### src/lmsd_pkg.sv
`default_nettype none
package lmsd_pkg;

  // Default number of logical rows (stacked 8x8 panels times eight)
  localparam int ROWS_DEF = 16;

  // Rows scanned per panel and the base of the scan period
  localparam int       PANEL_ROWS  = 8;
  localparam logic [8:0] PERIOD_BASE = 9'd264;

  // Physical column position of each logical column bit
  localparam logic [2:0] COL_PERM [8] = '{3'd5, 3'd0, 3'd2, 3'd3, 3'd1, 3'd4, 3'd6, 3'd7};
  // Row drive bit for each scanned row
  localparam logic [2:0] ROW_PERM [8] = '{3'd7, 3'd6, 3'd5, 3'd4, 3'd3, 3'd2, 3'd1, 3'd0};

  typedef enum logic [1:0] {
    MODE_TICK    = 2'd0,
    MODE_PIXEL   = 2'd1,
    MODE_ROW     = 2'd2,
    MODE_PRESENT = 2'd3
  } mode_t;

  typedef enum logic [3:0] {
    S_IDLE,
    S_TICK,
    S_BLANK,
    S_SCAN_RD,
    S_SCAN_OUT,
    S_PIX_RD,
    S_PIX_WR,
    S_CPY_RD,
    S_CPY_WR
  } state_t;

  // Controller to datapath
  typedef struct packed {
    logic latch;       // capture the incoming word
    logic row_wr;      // write a whole row into the pending buffer
    logic swap;        // exchange shown and pending buffers
    logic tick;        // advance the scan counter
    logic scan_rd;     // read the shown row for the current panel
    logic pix_rd;      // read the pending row for a pixel update
    logic pix_wr;      // write the updated pending row
    logic cpy_rd;      // read one shown row for the copy
    logic cpy_wr;      // write it to the pending buffer
    logic load_scan;   // put a column byte into the output register
    logic load_blank;  // put a blank strobe into the output register
  } cmd_t;

  // Datapath to controller
  typedef struct packed {
    mode_t mode;
    logic  row_ok;
    logic  take;
    logic  blank;
    logic  scan_final;
    logic  copy_final;
    logic  out_free;
  } sts_t;

  // Move logical column bits to their physical positions
  function automatic logic [7:0] perm_cols(input logic [7:0] v);
    logic [7:0] o;
    o = '0;
    for (int i = 0; i < 8; i++) begin
      o[COL_PERM[i]] = v[i];
    end
    return o;
  endfunction

endpackage
`default_nettype wire

### src/lmsd_ctrl.sv
`default_nettype none
module lmsd_ctrl import lmsd_pkg::*; (
  input  wire logic clk,
  input  wire logic rst_n,
  input  wire logic in_tvalid,
  output logic      in_tready,
  input  wire sts_t sts,
  output cmd_t      cmd
);

  state_t state_r, state_nxt;

  // Hold state
  always_ff @(posedge clk) begin
    if (!rst_n) begin
      state_r <= S_IDLE;
    end else begin
      state_r <= state_nxt;
    end
  end

  // Next state
  always_comb begin
    state_nxt = state_r;
    case (state_r)
      S_IDLE: begin
        if (in_tvalid) begin
          case (sts.mode)
            MODE_TICK:    state_nxt = S_TICK;
            MODE_PIXEL:   state_nxt = sts.row_ok ? S_PIX_RD : S_IDLE;
            MODE_ROW:     state_nxt = S_IDLE;
            MODE_PRESENT: state_nxt = sts.take ? S_CPY_RD : S_IDLE;
            default:      state_nxt = S_IDLE;
          endcase
        end
      end
      S_TICK:     state_nxt = sts.blank ? S_BLANK : S_SCAN_RD;
      S_BLANK:    if (sts.out_free) state_nxt = S_IDLE;
      S_SCAN_RD:  state_nxt = S_SCAN_OUT;
      S_SCAN_OUT: begin
        if (sts.out_free) begin
          state_nxt = sts.scan_final ? S_IDLE : S_SCAN_RD;
        end
      end
      S_PIX_RD:   state_nxt = S_PIX_WR;
      S_PIX_WR:   state_nxt = S_IDLE;
      S_CPY_RD:   state_nxt = S_CPY_WR;
      S_CPY_WR:   state_nxt = sts.copy_final ? S_IDLE : S_CPY_RD;
      default:    state_nxt = S_IDLE;
    endcase
  end

  // Commands
  always_comb begin
    cmd       = '0;
    in_tready = 1'b0;
    case (state_r)
      S_IDLE: begin
        in_tready = 1'b1;
        if (in_tvalid) begin
          cmd.latch  = 1'b1;
          cmd.row_wr = (sts.mode == MODE_ROW) && sts.row_ok;
          cmd.swap   = (sts.mode == MODE_PRESENT);
        end
      end
      S_TICK:     cmd.tick       = 1'b1;
      S_BLANK:    cmd.load_blank = sts.out_free;
      S_SCAN_RD:  cmd.scan_rd    = 1'b1;
      S_SCAN_OUT: cmd.load_scan  = sts.out_free;
      S_PIX_RD:   cmd.pix_rd     = 1'b1;
      S_PIX_WR:   cmd.pix_wr     = 1'b1;
      S_CPY_RD:   cmd.cpy_rd     = 1'b1;
      S_CPY_WR:   cmd.cpy_wr     = 1'b1;
      default:    cmd            = '0;
    endcase
  end

endmodule
`default_nettype wire

### src/lmsd_dp.sv
`default_nettype none
module lmsd_dp import lmsd_pkg::*; #(
  parameter int ROWS = ROWS_DEF
) (
  input  wire logic        clk,
  input  wire logic        rst_n,
  input  wire logic [1:0]  in_tuser,
  input  wire logic [15:0] in_tdata,
  output logic             out_tvalid,
  input  wire logic        out_tready,
  output logic [23:0]      out_tdata,
  output logic             out_tlast,
  input  wire logic        cfg_we,
  input  wire logic [7:0]  cfg_wdata,
  input  wire cmd_t        cmd,
  output sts_t             sts
);

  localparam int RW    = $clog2(ROWS);
  localparam int AW    = RW + 1;
  localparam int DEPTH = 2 ** AW;

  // Incoming word fields
  logic [3:0] in_row;
  logic [2:0] in_col;
  logic [7:0] in_wdata;
  logic       in_take;
  assign in_row   = in_tdata[3:0];
  assign in_col   = in_tdata[6:4];
  assign in_wdata = in_tdata[14:7];
  assign in_take  = in_tdata[15];

  // Control registers
  logic             shown_r;
  logic [8:0]       scan_count_r;
  logic [7:0]       bright_r;
  logic [DEPTH-1:0] vld_r;
  logic             out_vld_r;

  // Payload registers
  logic [RW-1:0] item_row_r;
  logic [2:0]    item_col_r;
  logic          item_bit_r;
  logic [RW-1:0] scan_row_r;
  logic [RW-1:0] cpy_idx_r;
  logic [7:0]    drive_r;
  logic [7:0]    mem_q_r;
  logic          vld_q_r;
  logic [7:0]    out_byte_r;
  logic          out_sv_r;
  logic [7:0]    out_drive_r;
  logic          out_last_r;

  logic [7:0] mem [0:DEPTH-1];

  // Scan count decision
  logic [9:0] cnt;
  logic [8:0] period;
  logic       cnt_hi;
  logic       wrap;
  logic [2:0] scan_first;
  assign cnt        = {1'b0, scan_count_r} + 10'd1;
  assign period     = PERIOD_BASE - {1'b0, bright_r};
  assign cnt_hi     = (cnt >= 10'(PANEL_ROWS));
  assign wrap       = cnt_hi && (cnt >= {1'b0, period});
  assign scan_first = wrap ? 3'd0 : cnt[2:0];

  // Status; the final panel is the last whole group of eight rows
  logic scan_final;
  logic out_free;
  assign scan_final     = int'(scan_row_r) >= (ROWS / PANEL_ROWS - 1) * PANEL_ROWS;
  assign out_free       = !out_vld_r || out_tready;
  assign sts.mode       = mode_t'(in_tuser);
  assign sts.row_ok     = int'(in_row) < ROWS;
  assign sts.take       = in_take;
  assign sts.blank      = cnt_hi && !wrap;
  assign sts.scan_final = scan_final;
  assign sts.copy_final = (cpy_idx_r == RW'(ROWS - 1));
  assign sts.out_free   = out_free;

  // Read data, zero where never written
  logic [7:0] rd_byte;
  assign rd_byte = vld_q_r ? mem_q_r : 8'd0;

  // Memory port selection
  logic          wr_en;
  logic [AW-1:0] wr_addr;
  logic [7:0]    wr_data;
  logic          rd_en;
  logic [AW-1:0] rd_addr;
  logic [7:0]    pix_mask;

  assign pix_mask = 8'd1 << COL_PERM[item_col_r];

  always_comb begin
    wr_en   = cmd.row_wr || cmd.pix_wr || cmd.cpy_wr;
    wr_addr = {~shown_r, item_row_r};
    wr_data = rd_byte;
    if (cmd.row_wr) begin
      wr_addr = {~shown_r, RW'(in_row)};
      wr_data = perm_cols(in_wdata);
    end else if (cmd.pix_wr) begin
      wr_data = item_bit_r ? (rd_byte | pix_mask) : (rd_byte & ~pix_mask);
    end else if (cmd.cpy_wr) begin
      wr_addr = {~shown_r, cpy_idx_r};
    end
  end

  always_comb begin
    rd_en   = cmd.scan_rd || cmd.pix_rd || cmd.cpy_rd;
    rd_addr = {shown_r, scan_row_r};
    if (cmd.pix_rd) begin
      rd_addr = {~shown_r, item_row_r};
    end else if (cmd.cpy_rd) begin
      rd_addr = {shown_r, cpy_idx_r};
    end
  end

  // Frame store
  always_ff @(posedge clk) begin
    if (wr_en) begin
      mem[wr_addr] <= wr_data;
    end
    if (rd_en) begin
      mem_q_r <= mem[rd_addr];
      vld_q_r <= vld_r[rd_addr];
    end
  end

  // Control state: buffers, scan count, brightness, valid bits, output flag
  always_ff @(posedge clk) begin
    if (!rst_n) begin
      shown_r      <= 1'b0;
      scan_count_r <= '0;
      bright_r     <= 8'd255;
      vld_r        <= '0;
      out_vld_r    <= 1'b0;
    end else begin
      if (cfg_we) begin
        bright_r <= cfg_wdata;
      end
      if (cmd.swap) begin
        shown_r <= ~shown_r;
      end
      if (cmd.tick) begin
        scan_count_r <= wrap ? 9'd0 : cnt[8:0];
      end
      if (wr_en) begin
        vld_r[wr_addr] <= 1'b1;
      end
      if (cmd.load_scan || cmd.load_blank) begin
        out_vld_r <= 1'b1;
      end else if (out_tready) begin
        out_vld_r <= 1'b0;
      end
    end
  end

  // Item fields, scan and copy pointers
  always_ff @(posedge clk) begin
    if (cmd.latch) begin
      item_row_r <= RW'(in_row);
      item_col_r <= in_col;
      item_bit_r <= in_wdata[0];
    end
    if (cmd.swap) begin
      cpy_idx_r <= '0;
    end else if (cmd.cpy_wr) begin
      cpy_idx_r <= cpy_idx_r + 1'b1;
    end
    if (cmd.tick) begin
      scan_row_r <= RW'(scan_first);
      drive_r    <= 8'd1 << ROW_PERM[scan_first];
    end else if (cmd.load_scan && !scan_final) begin
      scan_row_r <= RW'(int'(scan_row_r) + PANEL_ROWS);
    end
  end

  // Output register
  always_ff @(posedge clk) begin
    if (cmd.load_scan) begin
      out_byte_r  <= ~rd_byte;
      out_sv_r    <= 1'b1;
      out_drive_r <= scan_final ? drive_r : 8'd0;
      out_last_r  <= scan_final;
    end else if (cmd.load_blank) begin
      out_byte_r  <= 8'd0;
      out_sv_r    <= 1'b0;
      out_drive_r <= 8'd0;
      out_last_r  <= 1'b1;
    end
  end

  assign out_tvalid = out_vld_r;
  assign out_tdata  = {7'd0, out_drive_r, out_sv_r, out_byte_r};
  assign out_tlast  = out_last_r;

endmodule
`default_nettype wire

### src/led_matrix_scan_double_buffer.sv
// Double-buffered scanner for a multiplexed matrix of stacked 8x8 panels.
// Input stream: tuser selects the word kind (scan tick, set pixel, set row,
// present). A scan tick yields ROWS/8 output words: one inverted column
// byte per panel, the last one with tlast and the one-hot row drive. Ticks
// past row 7 yield one blank word (tlast only) until the period of
// 264 - brightness ticks ends. Writes and present yield no output.
// Each input word is handled by the controller walking the frame store: a
// scan tick reads and loads each panel's row in turn, a blank tick loads
// one blank word, a pixel write reads then writes the pending row, row
// write and present act as the word is taken, and a copy moves every row.
// The last output word sits in the output register while the next input
// word is taken; when out_tready is low the scan waits before loading the
// next byte and no input is taken until the tick is done.
// Reset: both buffers read as zero, buffer 0 shown, scan count 0 (the first
// tick scans row 1), brightness 255. cfg_we writes brightness.
`default_nettype none
module led_matrix_scan_double_buffer import lmsd_pkg::*; #(
  parameter int ROWS = ROWS_DEF
) (
  input  wire logic        clk,
  input  wire logic        rst_n,
  input  wire logic        in_tvalid,
  output logic             in_tready,
  // row_index[3:0], pixel_column[6:4], write_data[14:7], copy_shown[15]
  input  wire logic [15:0] in_tdata,
  // mode[1:0]
  input  wire logic [1:0]  in_tuser,
  output logic             out_tvalid,
  input  wire logic        out_tready,
  // shift_byte[7:0], shift_valid[8], row_drive[16:9], zero[23:17]
  output logic [23:0]      out_tdata,
  output logic             out_tlast,
  input  wire logic        cfg_we,
  input  wire logic [7:0]  cfg_wdata
);

  cmd_t cmd;
  sts_t sts;

  lmsd_ctrl u_ctrl (
    .clk       (clk),
    .rst_n     (rst_n),
    .in_tvalid (in_tvalid),
    .in_tready (in_tready),
    .sts       (sts),
    .cmd       (cmd)
  );

  lmsd_dp #(
    .ROWS (ROWS)
  ) u_dp (
    .clk        (clk),
    .rst_n      (rst_n),
    .in_tuser   (in_tuser),
    .in_tdata   (in_tdata),
    .out_tvalid (out_tvalid),
    .out_tready (out_tready),
    .out_tdata  (out_tdata),
    .out_tlast  (out_tlast),
    .cfg_we     (cfg_we),
    .cfg_wdata  (cfg_wdata),
    .cmd        (cmd),
    .sts        (sts)
  );

endmodule
`default_nettype wire

### config.mk
export PLATFORM = sky130hd
export DESIGN_NAME = led_matrix_scan_double_buffer
export DESIGN_NICKNAME = d
export VERILOG_FILES = /design/src/lmsd_pkg.sv /design/src/lmsd_ctrl.sv /design/src/lmsd_dp.sv /design/src/led_matrix_scan_double_buffer.sv
export SDC_FILE = /design/constraint.sdc
export NUM_CORES = 1
export LEC_CHECK = 0
export ABC_AREA = 1
export BUFFER_PORTS_ARGS = -buffer_cell sky130_fd_sc_hd__clkbuf_2
export CORE_UTILIZATION = 30
export DETAILED_ROUTE_END_ITERATION = 12
export PLACE_DENSITY_LB_ADDON = 0.12
export SETUP_SLACK_MARGIN = 0.1
export SYNTH_ARGS = -nofsm -noshare
export SYNTH_HDL_FRONTEND = slang
export SYNTH_SLANG_ARGS = --single-unit
### constraint.sdc
create_clock -name clk -period 3.4 [get_ports clk]
set_input_delay 0.68 -clock clk [delete_from_list [all_inputs] [get_ports clk]]
set_output_delay 0.68 -clock clk [all_outputs]
set_load 0.1 [all_outputs]
=== Word-level counts from Yosys, hierarchy flattened ===
Memory sizes are Yosys's and may differ from the RTL's. A register that Yosys moved wholly into a read port is not among the register bits.
Index checks and enable logic that the tools add are counted.
Widths: inputs -> output; s select.

* Bitwise gates (word level): 8
* Reductions and logical operators: 19
* Muxes and demuxes: 51
* Add/subtract/negate cells: 4
* Eq/ne operators: 15
* $lt $le $gt $ge: 8
* Shifts and indexed selects: 2

{| class="wikitable"
|+ Operators with widths
! cell !! number
|-
| $mux 8 || 8
|-
| $mux 3 || 11
|-
| $or 32x32->32 || 1
|-
| $pmux 4 s8 || 1
|-
| $mux 4 || 7
|-
| $mux 1 || 18
|-
| $eq 4x3->1 const B || 4
|-
| $not 8->8 || 2
|-
| $pmux 4 s4 || 1
|-
| $shl 1x3->8 const A || 2
|-
| $ge 4x4->1 const B || 3
|-
| $lt 5x6->1 const B || 2
|-
| $add 9x1->10 const B || 1
|-
| $ge 10x4->1 const B || 1
|-
| $ge 10x9->1 || 1
|-
| $mux 9 || 1
|-
| $sub 9x8->9 const A || 1
|-
| $and 8x8->8 || 1
|-
| $eq 4x2->1 const B || 2
|-
| $eq 4x4->1 const B || 2
|-
| $not 3->4 || 2
|-
| $or 8x8->8 || 1
|-
| $logic_or 1x1->1 || 6
|-
| $reduce_bool 2->1 || 3
|-
| 18 further kinds || 25
|}

* Register bits after elaboration: 98
* Word-level logic and storage cells: 128
* Input port bits: 31
* RAM bits: 256
* Output and inout bits: 27
* ROM bits: 48
* Memories kept: 3

{| class="wikitable"
|+ Memories
! name !! depth !! width !! read ports !! clocked after Yosys merged registers in !! wr ports !! RTL line !! text
|-
| u_dp.mem || 32 || 8 || 1 || 1 || 1 || lmsd_dp.sv:54 || <nowiki>logic [7:0] mem [0:DEPTH-1];</nowiki>
|-
| (name not given) || 8 || 3 || 1 || 0 || 0 || lmsd_dp.sv:173 || <nowiki>drive_r <= 8'd1 << ROW_PERM[scan_first];</nowiki>
|-
| (name not given) || 8 || 3 || 1 || 0 || 0 || lmsd_dp.sv:93 || <nowiki>assign pix_mask = 8'd1 << COL_PERM[item_col_r];</nowiki>
|}

=== Longest topological paths before layout ===
Gate-level depths: netlist of the first run.

* Word-level depth: 10
* Mapped depth: 16

=== Cells and area by module ===
A second synthesis of the first run with hierarchy kept.

* Cells, all modules: 1807
* Area, all modules: 16965.0 um^2

{| class="wikitable"
|+ By module, submodules not included
! module !! area each (um^2) !! sequential area each (um^2) !! instances !! cells each
|-
| lmsd_dp || 16569.6 || 10179.8 || 1 || 1739
|-
| lmsd_ctrl || 395.4 || 80.1 || 1 || 68
|}

=== Least setup slack after synthesis of the first run ===
Ideal clock, no wire load.

* Path type: input to register
* Start: input port in_tvalid
* End: memory u_dp.mem[0][0] (data pin)
* Library setup time: 0.454 ns
* Stages on the path: 6
* Arrival: 2.565 ns
* Path slack: 0.381 ns
* Path buffers: 1
* Cell sequence: inv_1 -> nor2_2 -> nand3_1 -> inv_1 -> clkbuf_1 -> o21ai_0

* Cells in the longest elaborated chain, start to end: 3

{| class="wikitable"
|+ Ends and longest elaborated chain
! what !! RTL line !! text
|-
| from (decl) || led_matrix_scan_double_buffer.sv:22 || <nowiki>input wire logic in_tvalid,</nowiki>
|-
| $mux 3 || lmsd_ctrl.sv:60 || <nowiki>if (in_tvalid) begin</nowiki>
|-
| $mux 3 || lmsd_ctrl.sv:57 || <nowiki>case (state_r)</nowiki>
|-
| $mux 8 || lmsd_dp.sv:99 || <nowiki>if (cmd.row_wr) begin</nowiki>
|-
| via u_dp.wr_data[0] || lmsd_dp.sv:88 || <nowiki>logic [7:0] wr_data;</nowiki>
|-
| to (decl) || lmsd_dp.sv:54 ||
|}

The timed path passes the listed nets, and every way through them passes these cells.

=== Worst setup path after layout of the first run ===
* Start: register u_ctrl.state_r[0]
* End: memory u_dp.mem[14][3], enable pin

* Cells in the longest elaborated chain, start to end: 6
* Elaborated cells on any way between the ends: 13

{| class="wikitable"
|+ Ends and longest elaborated chain
! what !! RTL line !! text
|-
| from (decl) || lmsd_ctrl.sv:11 || <nowiki>state_t state_r, state_nxt;</nowiki>
|-
| from (signal assigned) || lmsd_ctrl.sv:18 || <nowiki>state_r <= state_nxt;</nowiki>
|-
| $eq 4x3->1 or $logic_not 4->1 (tied branches) || lmsd_ctrl.sv:57 ||
|-
| $mux 1 or $mux 3 (tied branches) || lmsd_ctrl.sv:57 ||
|-
| $logic_or 1x1->1 (2 in a row) || lmsd_dp.sv:96 || <nowiki>wr_en = cmd.row_wr || cmd.pix_wr || cmd.cpy_wr;</nowiki>
|-
| $mux 1 || lmsd_dp.sv:121 || <nowiki>if (wr_en) begin</nowiki>
|-
| $mux 1 (implied by the code) || lmsd_dp.sv:122 || <nowiki>mem[wr_addr] <= wr_data;</nowiki>
|}

Several ways; a longest one is shown, not always the timed one.

==> results of run 1 <==
[logic make-up (layout without fill, tap and decap cells)]
logic type / Yosys count / after routing / synth area share (%)
xor gates and xnor gates: 13 / 13 / 0.680
adders and majority gates: 13 / 13 / 0.972
other: 1 / 7 / 0.0224
AOI/OAI and AO/OA: 108 / 108 / 3.51
DFF: 362 / 362 / 61.3
and+or+nand+nor: 850 / 850 / 22.8
buffers and inverters: 451 / 533 / 10.7
[stage by stage]
stage	power, mW	hold slack, ps
2_1_floorplan	6.84	436
3_3_place_gp	7.79	444
3_5_place_dp	7.79	449
4_1_cts	12.2	252
5_1_grt	12.5	265
6_report	12.0	291
[placed cells by master, fill, tap and decap left out, types with 3 or more instances in the layout]
cell type	Yosys	routed
nor3_1	5	5
clkbuf_16	0	43
nand3_1	345	345
dfxtp_1	61	61
nand2_2	2	4
o21ai_0	30	25
a21oi_1	58	58
ha_1	13	13
clkbuf_2	1	50
inv_6	0	3
clkbuf_1	44	13
nor2_2	7	8
edfxtp_1	301	301
inv_1	366	366
o211ai_1	6	6
buf_4	8	30
clkinv_2	0	5
o21ai_2	4	3
conb_1	1	7
clkinv_1	2	6
nand3b_1	33	33
nand2_1	378	376
o21ai_4	0	6
inv_2	3	3
xor2_1	11	11
buf_12	0	9
nor2_1	68	66
[flip-flops by register name, summed over array words and instances, names as in the netlist, 3 cells and up]
signal,flops
u_dp.drive_r,8
u_ctrl.state_r,4
u_dp.mem_q_r,8
u_dp.bright_r,8
u_dp.vld_r,32
u_dp.item_row_r,4
u_dp.out_byte_r,8
u_dp.cpy_idx_r,4
u_dp.scan_count_r,9
u_dp.item_col_r,3
u_dp.scan_row_r,4
u_dp.out_drive_r,8
u_dp.mem,256
[layout make-up]
cell class / count / area share (%)
clock buffers: 57 / 5.89
clock inverters: 16 / 0.738
repair buffers: 89 / 3.39
flip-flops and latches: 362 / 53.1
multi-input cells: 991 / 24.9
well taps: 748 / 4.84
inverters: 371 / 7.20
[power groups by stage]
stage / Sequential [mW] / Clock, mW / Combinational (mW)
finish: 5.12 / 4.33 / 2.56
global route: 5.14 / 4.59 / 2.79
CTS: 5.12 / 4.45 / 2.58
detailed placement: 5.22 / 0 / 2.57
global placement: 5.22 / 0 / 2.57
floorplan: 5.42 / 0 / 1.42
[layer usage]
metal  vias up  global-route usage, %  share of wire, %  wire [µm]
met5         -                      0                 0          0
met4         0                   5.65               2.5       1210
met3        66                   2.21               4.1       1980
met2       260                   28.0                46      22200
met1      5805                   23.9                47      22800
li1       5954                      -                 -          -
[worst max-delay path, stage by stage, from the launching register on]
cell and delay, ps:
dfxtp_1 360, nor2_2 160, nand3_2 180, nor2_2 150
nand3_1 230, o21ai_1 530, inv_1 190, nor2_1 340
nand2_1 140, inv_1 330
[worst paths after layout]
check,start,end,slack [ps],depth (start not counted)
worst min register to register,u_dp.vld_r[10],u_dp.vld_r[10],460,2
worst min-delay path,in_tdata[5],u_dp.item_col_r[1],290,1
worst max-delay path,u_ctrl.state_r[0],u_dp.mem[14][3],440,9
worst max register to register,u_ctrl.state_r[0],u_dp.mem[14][3],440,9
==> metrics.cfg, run 1 <==
[hold_path]
hold_class = in -> reg

[pwr]
switching_share_pct = 32.0
comb_power_share_pct = 21.3
p_int_mw = 8.17
p_seq_share_pct = 42.6
p_switching_mw = 3.85
clkPwrFrac_pct = 36.1
powerDensity_nw_per_um2 = 622
vdd.ir_drop.worst_mv = 0.309
p_leak_nw = 8.43

[sta]
setup_viol = 0
final_max_slew_viol_count = 0
period_share_pct = 87.2
setup_ws_ps = 435
clock.fmax_ghz = 0.337
rsz0062_at_grt = no
worst_slew_pin_slew_ps = 1090
min_period_ps = 2960
slew-limit-headroom_pct = 27.2
fin_skew_ps = 24.8
hold_violations = 0
setup_tns_ps = 0

[placement]
gp_congestion = 0.836
io_buffers = 50
place_inst = 2561
pre_cts_ws_ps = 271
dp_hpwl_um = 31400
placed_cell_area_um2 = 18000

[cts]
cts_setup_buffers = 0
clk_path_buf_depth = 3
insertion_delay_ps = 580
cts.repair.resized = 0
cts_root_buffer = clkbuf_16
cts.sinks = 362
cts_max_level = 2
hold_buffers = 0
cts_tree = done
clk_pin_slew_ps = 60
cts_buffers = 43

[critical_path]
critPathMaxFanout = 8
startpoint_type = flop
critPathRequiredTime_ps = 3620
critPathCaptureType = flop
arrival_ps = 3180
crit_type = reg -> reg

[yosys]
synth_top_area_share_pct = 54.0
yosysTopAreaCell = edfxtp_1
async_reset_ff_share_pct = 0
synth_most_common_cell = nand2_1
synth-seq-area-share_pct = 61.3
netlist_instances = 1798
syn_area_um2 = 16700
ys_seq_elements = 362
synthTopCellsByArea = edfxtp_1 (54%), nand3_1 (10%), nand2_1 (8.5%)
synth_cell_types = 41
synthTopCellsByCount = nand2_1 (378), inv_1 (366), nand3_1 (345), edfxtp_1 (301), nor2_1 (68)
synth_ff_type = edfxtp_1
synth_edf_count = 301
post_synth.cell_area_avg_um2 = 9.31
ys_warn_count = 0

[route]
drt-initial-drc-count = 1003
final_antenna_net_count = 0
vias_per_cell = 4.59
drcViolationCount = 0
routed_wl_um = 48200
wl_per_cell_um = 18.3
dr.pass1.iters = 5
vias = 12100

[global_route]
grt_usage_pct = 17.3
grt_max_degree = 62
grt_pass1_wl_um = 73200
first_global_vias = 11800
antenna_found_initial = 3
grt_overflow = 0

[floorplanning]
fp.dieH_um = 238
io_pins = 58
coreArea_um2 = 55100
dieArea_um2 = 56700
start_util_pct = 30.4
die_w_um = 238
rows = 86

[final_layout]
syn_to_final_growth_pct = 15.5
layout-drive-gt1-share_pct = 9.38
antenna_cells = 0
final_cells = 2634
fin_util_pct = 35.1
multi_input_comb_area_um2 = 4800
final.fill_count = 5664
fin_nets = 1902
regArea_um2 = 10300
fin_area_um2 = 19300

[flow_run]
cap_violations = 0

[status]
outcome = finished, final reports clean

No activity file was read; power rests on OpenSTA's default activity.
==> inputs of run 2 (changes only) <==
--- a/config.mk
+++ b/config.mk
@@ -8,9 +8,12 @@
 export ABC_AREA = 1
 export BUFFER_PORTS_ARGS = -buffer_cell sky130_fd_sc_hd__clkbuf_2
 export CORE_UTILIZATION = 30
+export CTS_CLUSTER_SIZE = 10
 export DETAILED_ROUTE_END_ITERATION = 12
+export HOLD_SLACK_MARGIN = 0.05
 export PLACE_DENSITY_LB_ADDON = 0.12
 export SETUP_SLACK_MARGIN = 0.1
 export SYNTH_ARGS = -nofsm -noshare
 export SYNTH_HDL_FRONTEND = slang
+export SYNTH_HIERARCHICAL = 1
 export SYNTH_SLANG_ARGS = --single-unit
==> metrics.cfg, run 2 <==
[critical_path]
critPathMaxFanout = 67  ; +59
max_stage_delay_ps = 360  ; -170 ps
startpoint_type = flop
r2r-end = u_dp/mem_q_r[2]
critPathRequiredTime_ps = 3700  ; +80 ps
crit_type = reg -> reg
cpMostUsedCell = nand2_1
critPathCaptureType = flop
worstReg2RegStart = u_ctrl/state_r[2]
arrival_ps = 3300  ; +120 ps
crit_path_cell_trace = inv_1 -> nor2_2 -> inv_1 -> nor3_1 -> buf_4 -> inv_2 -> nand2_1 -> nand3_4 -> nand2_4 -> buf_12 -> buf_4 -> nand2_1 -> nand3_1 -> nand3_1 -> nand3_1 -> nand2_1 -> nand2_1 -> nand2_1
r2r_cells = 18  ; +9
regToRegSetupSlack_ps = 400  ; -40 ps
crit_slowest_cell = dfxtp_1

[yosys]
synthSimpleGateAreaFrac_pct = 23.5  ; +0.72 points
synth_cell_types = 36  ; -12%
yosys.area_share.adder_pct = 0.959  ; -0.013 points
synth_xor_area_share_pct = 0.516  ; -0.16 points
ys_seq_elements = 362  ; unchanged
synth_top_area_share_pct = 53.3  ; -0.73 points
synthTopCellsByArea = edfxtp_1 (53%), nand3_1 (10%), nand2_1 (7.9%)
synth_edf_count = 301  ; unchanged
synthTopCellsByCount = nand2_1 (359), nand3_1 (351), inv_1 (344), edfxtp_1 (301)
synth_most_common_cell = nand2_1
ys_warn_count = 6  ; +6
synth_compound_area_share_pct = 3.41  ; -0.099 points
syn_area_um2 = 17000  ; +1.4%
synth-seq-area-share_pct = 60.5  ; -0.83 points
yosysTopAreaCell = edfxtp_1
synth_top_family_by_area = simple AND/OR/NAND/NOR gates
synth_ff_type = edfxtp_1
netlist_instances = 1807  ; +0.50%
synth_mux_area_share_pct = 0  ; unchanged
post_synth.cell_area_avg_um2 = 9.39  ; +0.86%
async_reset_ff_share_pct = 0  ; unchanged

[cts]
cts_setup_buffers = 0  ; unchanged
cts_tree = done
insertion_delay_ps = 580  ; about the same
cts_buffers = 44  ; +2.3%
hold_buffers = 0  ; unchanged
cts_root_buffer = clkbuf_16
cts_max_level = 2  ; unchanged
cts.sinks = 362  ; unchanged
clk_path_buf_depth = 3  ; unchanged
clk_pin_slew_ps = 60  ; about the same

[hold_path]
hold_depth = 1  ; unchanged
hold_class = in -> reg
min_to = u_dp/item_col_r[2]
min_from = in_tdata[6]

[sta]
slew-limit-headroom_pct = 38.9  ; +12 points
hold_violations = 0  ; unchanged
setup_tns_ps = 0  ; unchanged
setup_ws_ps = 398  ; -36.9 ps
worst_slew_pin_slew_ps = 909  ; -181 ps
min_period_ps = 3000  ; +36.9 ps
final_max_slew_viol_count = 0  ; unchanged
clock.fmax_ghz = 0.333  ; -1.2%
setup_viol = 0  ; unchanged
fin_skew_ps = 31.0  ; +6.25 ps
rsz0062_at_grt = no
period_share_pct = 88.3  ; +1.1 points

[route]
vias = 12200  ; +1.1%
vias_per_cell = 4.62  ; +0.70%
routed_wl_um = 48600  ; +0.76%
drt-initial-drc-count = 932  ; -7.1%
drcViolationCount = 0  ; unchanged
wl_per_cell_um = 18.4  ; +0.34%
final_antenna_net_count = 0  ; unchanged
dr.pass1.iters = 5  ; unchanged

[final_layout]
fin_area_um2 = 19600  ; +1.5%
top_register = u_dp/mem
final_cell_mix = nand2_1 (357), nand3_1 (350), inv_1 (342), edfxtp_1 (301)
syn_to_final_growth_pct = 15.6
layout-drive-gt1-share_pct = 10.1  ; +0.68 points
top_regs = u_dp/mem x256, u_dp/vld_r x32, u_dp/scan_count_r x9
regArea_um2 = 10300  ; unchanged
layout_commonest_cell = nand2_1
antenna_cells = 0  ; unchanged
fin_nets = 1906  ; +0.21%
fin_util_pct = 35.3  ; +0.25 points
multi_input_comb_area_um2 = 4980  ; +3.6%
final_cells = 2645  ; +0.42%
largest_reg_flops = 256  ; unchanged
final.fill_count = 5750  ; +1.5%

[pwr]
p_seq_share_pct = 44.7  ; +2.1 points
comb_power_share_pct = 15.3  ; -6.0 points
vdd.ir_drop.worst_mv = 0.272  ; -12%
p_switching_mw = 3.18  ; -17%
p_int_mw = 7.97  ; -2.4%
p_leak_nw = 8.38  ; -0.57%
switching_share_pct = 28.5  ; -3.5 points
clkPwrFrac_pct = 40.0  ; +3.9 points
powerDensity_nw_per_um2 = 568  ; -8.6%

[placement]
io_buffers = 50  ; unchanged
placed_cell_area_um2 = 18300  ; +1.1%
gp_congestion = 0.813  ; -2.7%
place_inst = 2564  ; +0.12%
pre_cts_ws_ps = 373  ; +102 ps
dp_hpwl_um = 31000  ; -1.1%

[global_route]
first_global_vias = 12200  ; +3.3%
grt_overflow = 0  ; unchanged
antenna_found_initial = 1  ; -2
met2_usage_pct = 28.0  ; +0.058 points
grt_max_degree = 118  ; +90%
grt_pass1_wl_um = 74600  ; +1.9%
grt_usage_pct = 17.4  ; +0.12 points
grt_use_met1_pct = 24.1  ; +0.23 points
grt.busiest_layer = met2
grt_util_met3_pct = 2.56  ; +0.35 points

[floorplanning]
fp.dieH_um = 240  ; +0.68%
die_w_um = 240  ; +0.68%
coreArea_um2 = 55500  ; +0.78%
start_util_pct = 30.6  ; +0.18 points
rows = 86  ; unchanged
io_pins = 58  ; unchanged
dieArea_um2 = 57500  ; +1.4%

[status]
outcome = finished, final reports clean

[flow_run]
cap_violations = 0  ; unchanged

-- run 2: cell count changes in the layout (fill, tap and decap cells not counted), sizes merged, moves of 4 or more --
cell / change
nor2: -11
nand2: -14
clkbuf: +18
nor3: +5
o21ai: -6
xor2: -4
inv: -22
a31oi: +4
buf: +8
nand3b: +24
nand3: +5
-- run 2: cell type report --
cell class	count	area share (%)
multi-input combinational	1001	25.4
sequential	362	52.3
clock buffer	75	6.53
timing repair buffer	97	3.84
clock inverter	6	0.332
inverter	356	6.85
tap	748	4.77
-- run 2: worst max path at each step --
stage	slack, ps	end	cells past startpoint	start
2_1_floorplan	270	u_dp/mem[0][3]	8	u_ctrl/state_r[2]
3_3_place_gp	380	u_dp/mem[20][4]	15	u_ctrl/state_r[2]
3_5_place_dp	370	u_dp/mem[20][0]	15	u_ctrl/state_r[2]
4_1_cts	330	u_dp/mem[20][7]	15	u_ctrl/state_r[2]
5_1_grt	110	u_dp/mem_q_r[2]	18	u_ctrl/state_r[2]
6_report	400	u_dp/mem_q_r[2]	18	u_ctrl/state_r[2]
-- run 2: logic make-up after synthesis --
kind of cell | Yosys count
AND/OR/NAND/NOR | 862
buffers and inverters | 450
flip-flops | 362
AO/OA/AOI/OAI | 108
adder cells (fa/ha/maj) | 13
XOR/XNOR | 10
other | 2
-- run 2: worst max-delay path, delay by kind of cell (launching register included) --
| family | cells | cell delay [ps] |
|---|---|---|
| and+or+nand+nor | 12 | 1300 |
| buffers and inverters | 6 | 1030 |
| DFF | 1 | 360 |
-- run 2: power groups by stage --
stage | logic, mW | registers (mW) | clock network [mW]
global placement | 1.73 | 5.07 | 0
global route | 1.87 | 4.99 | 4.74
CTS | 1.71 | 4.98 | 4.61
finish | 1.71 | 4.98 | 4.45
detailed placement | 1.71 | 5.07 | 0
floorplan | 1.02 | 5.20 | 0
-- run 2: timing repair --
action	4_1_cts	5_1_grt
resized for setup	0	5
endpoints found under the hold margin	0	0
endpoints found under the setup margin	0	102
-- run 2: metrics by stage --
| stage | power (mW) | hold slack (ps) |
|---|---|---|
| detailed placement | 6.78 | 440 |
| global placement | 6.80 | 433 |
| finish | 11.1 | 317 |
| global route | 11.6 | 296 |
| CTS | 11.3 | 291 |
| floorplan | 6.22 | 420 |
-- run 2: metal layers --
metal  vias up  wire [µm]
li1       6016          -
met1      5860      23200
met2       281      22400
met3        63       1980
met4         0        986
met5         -          0
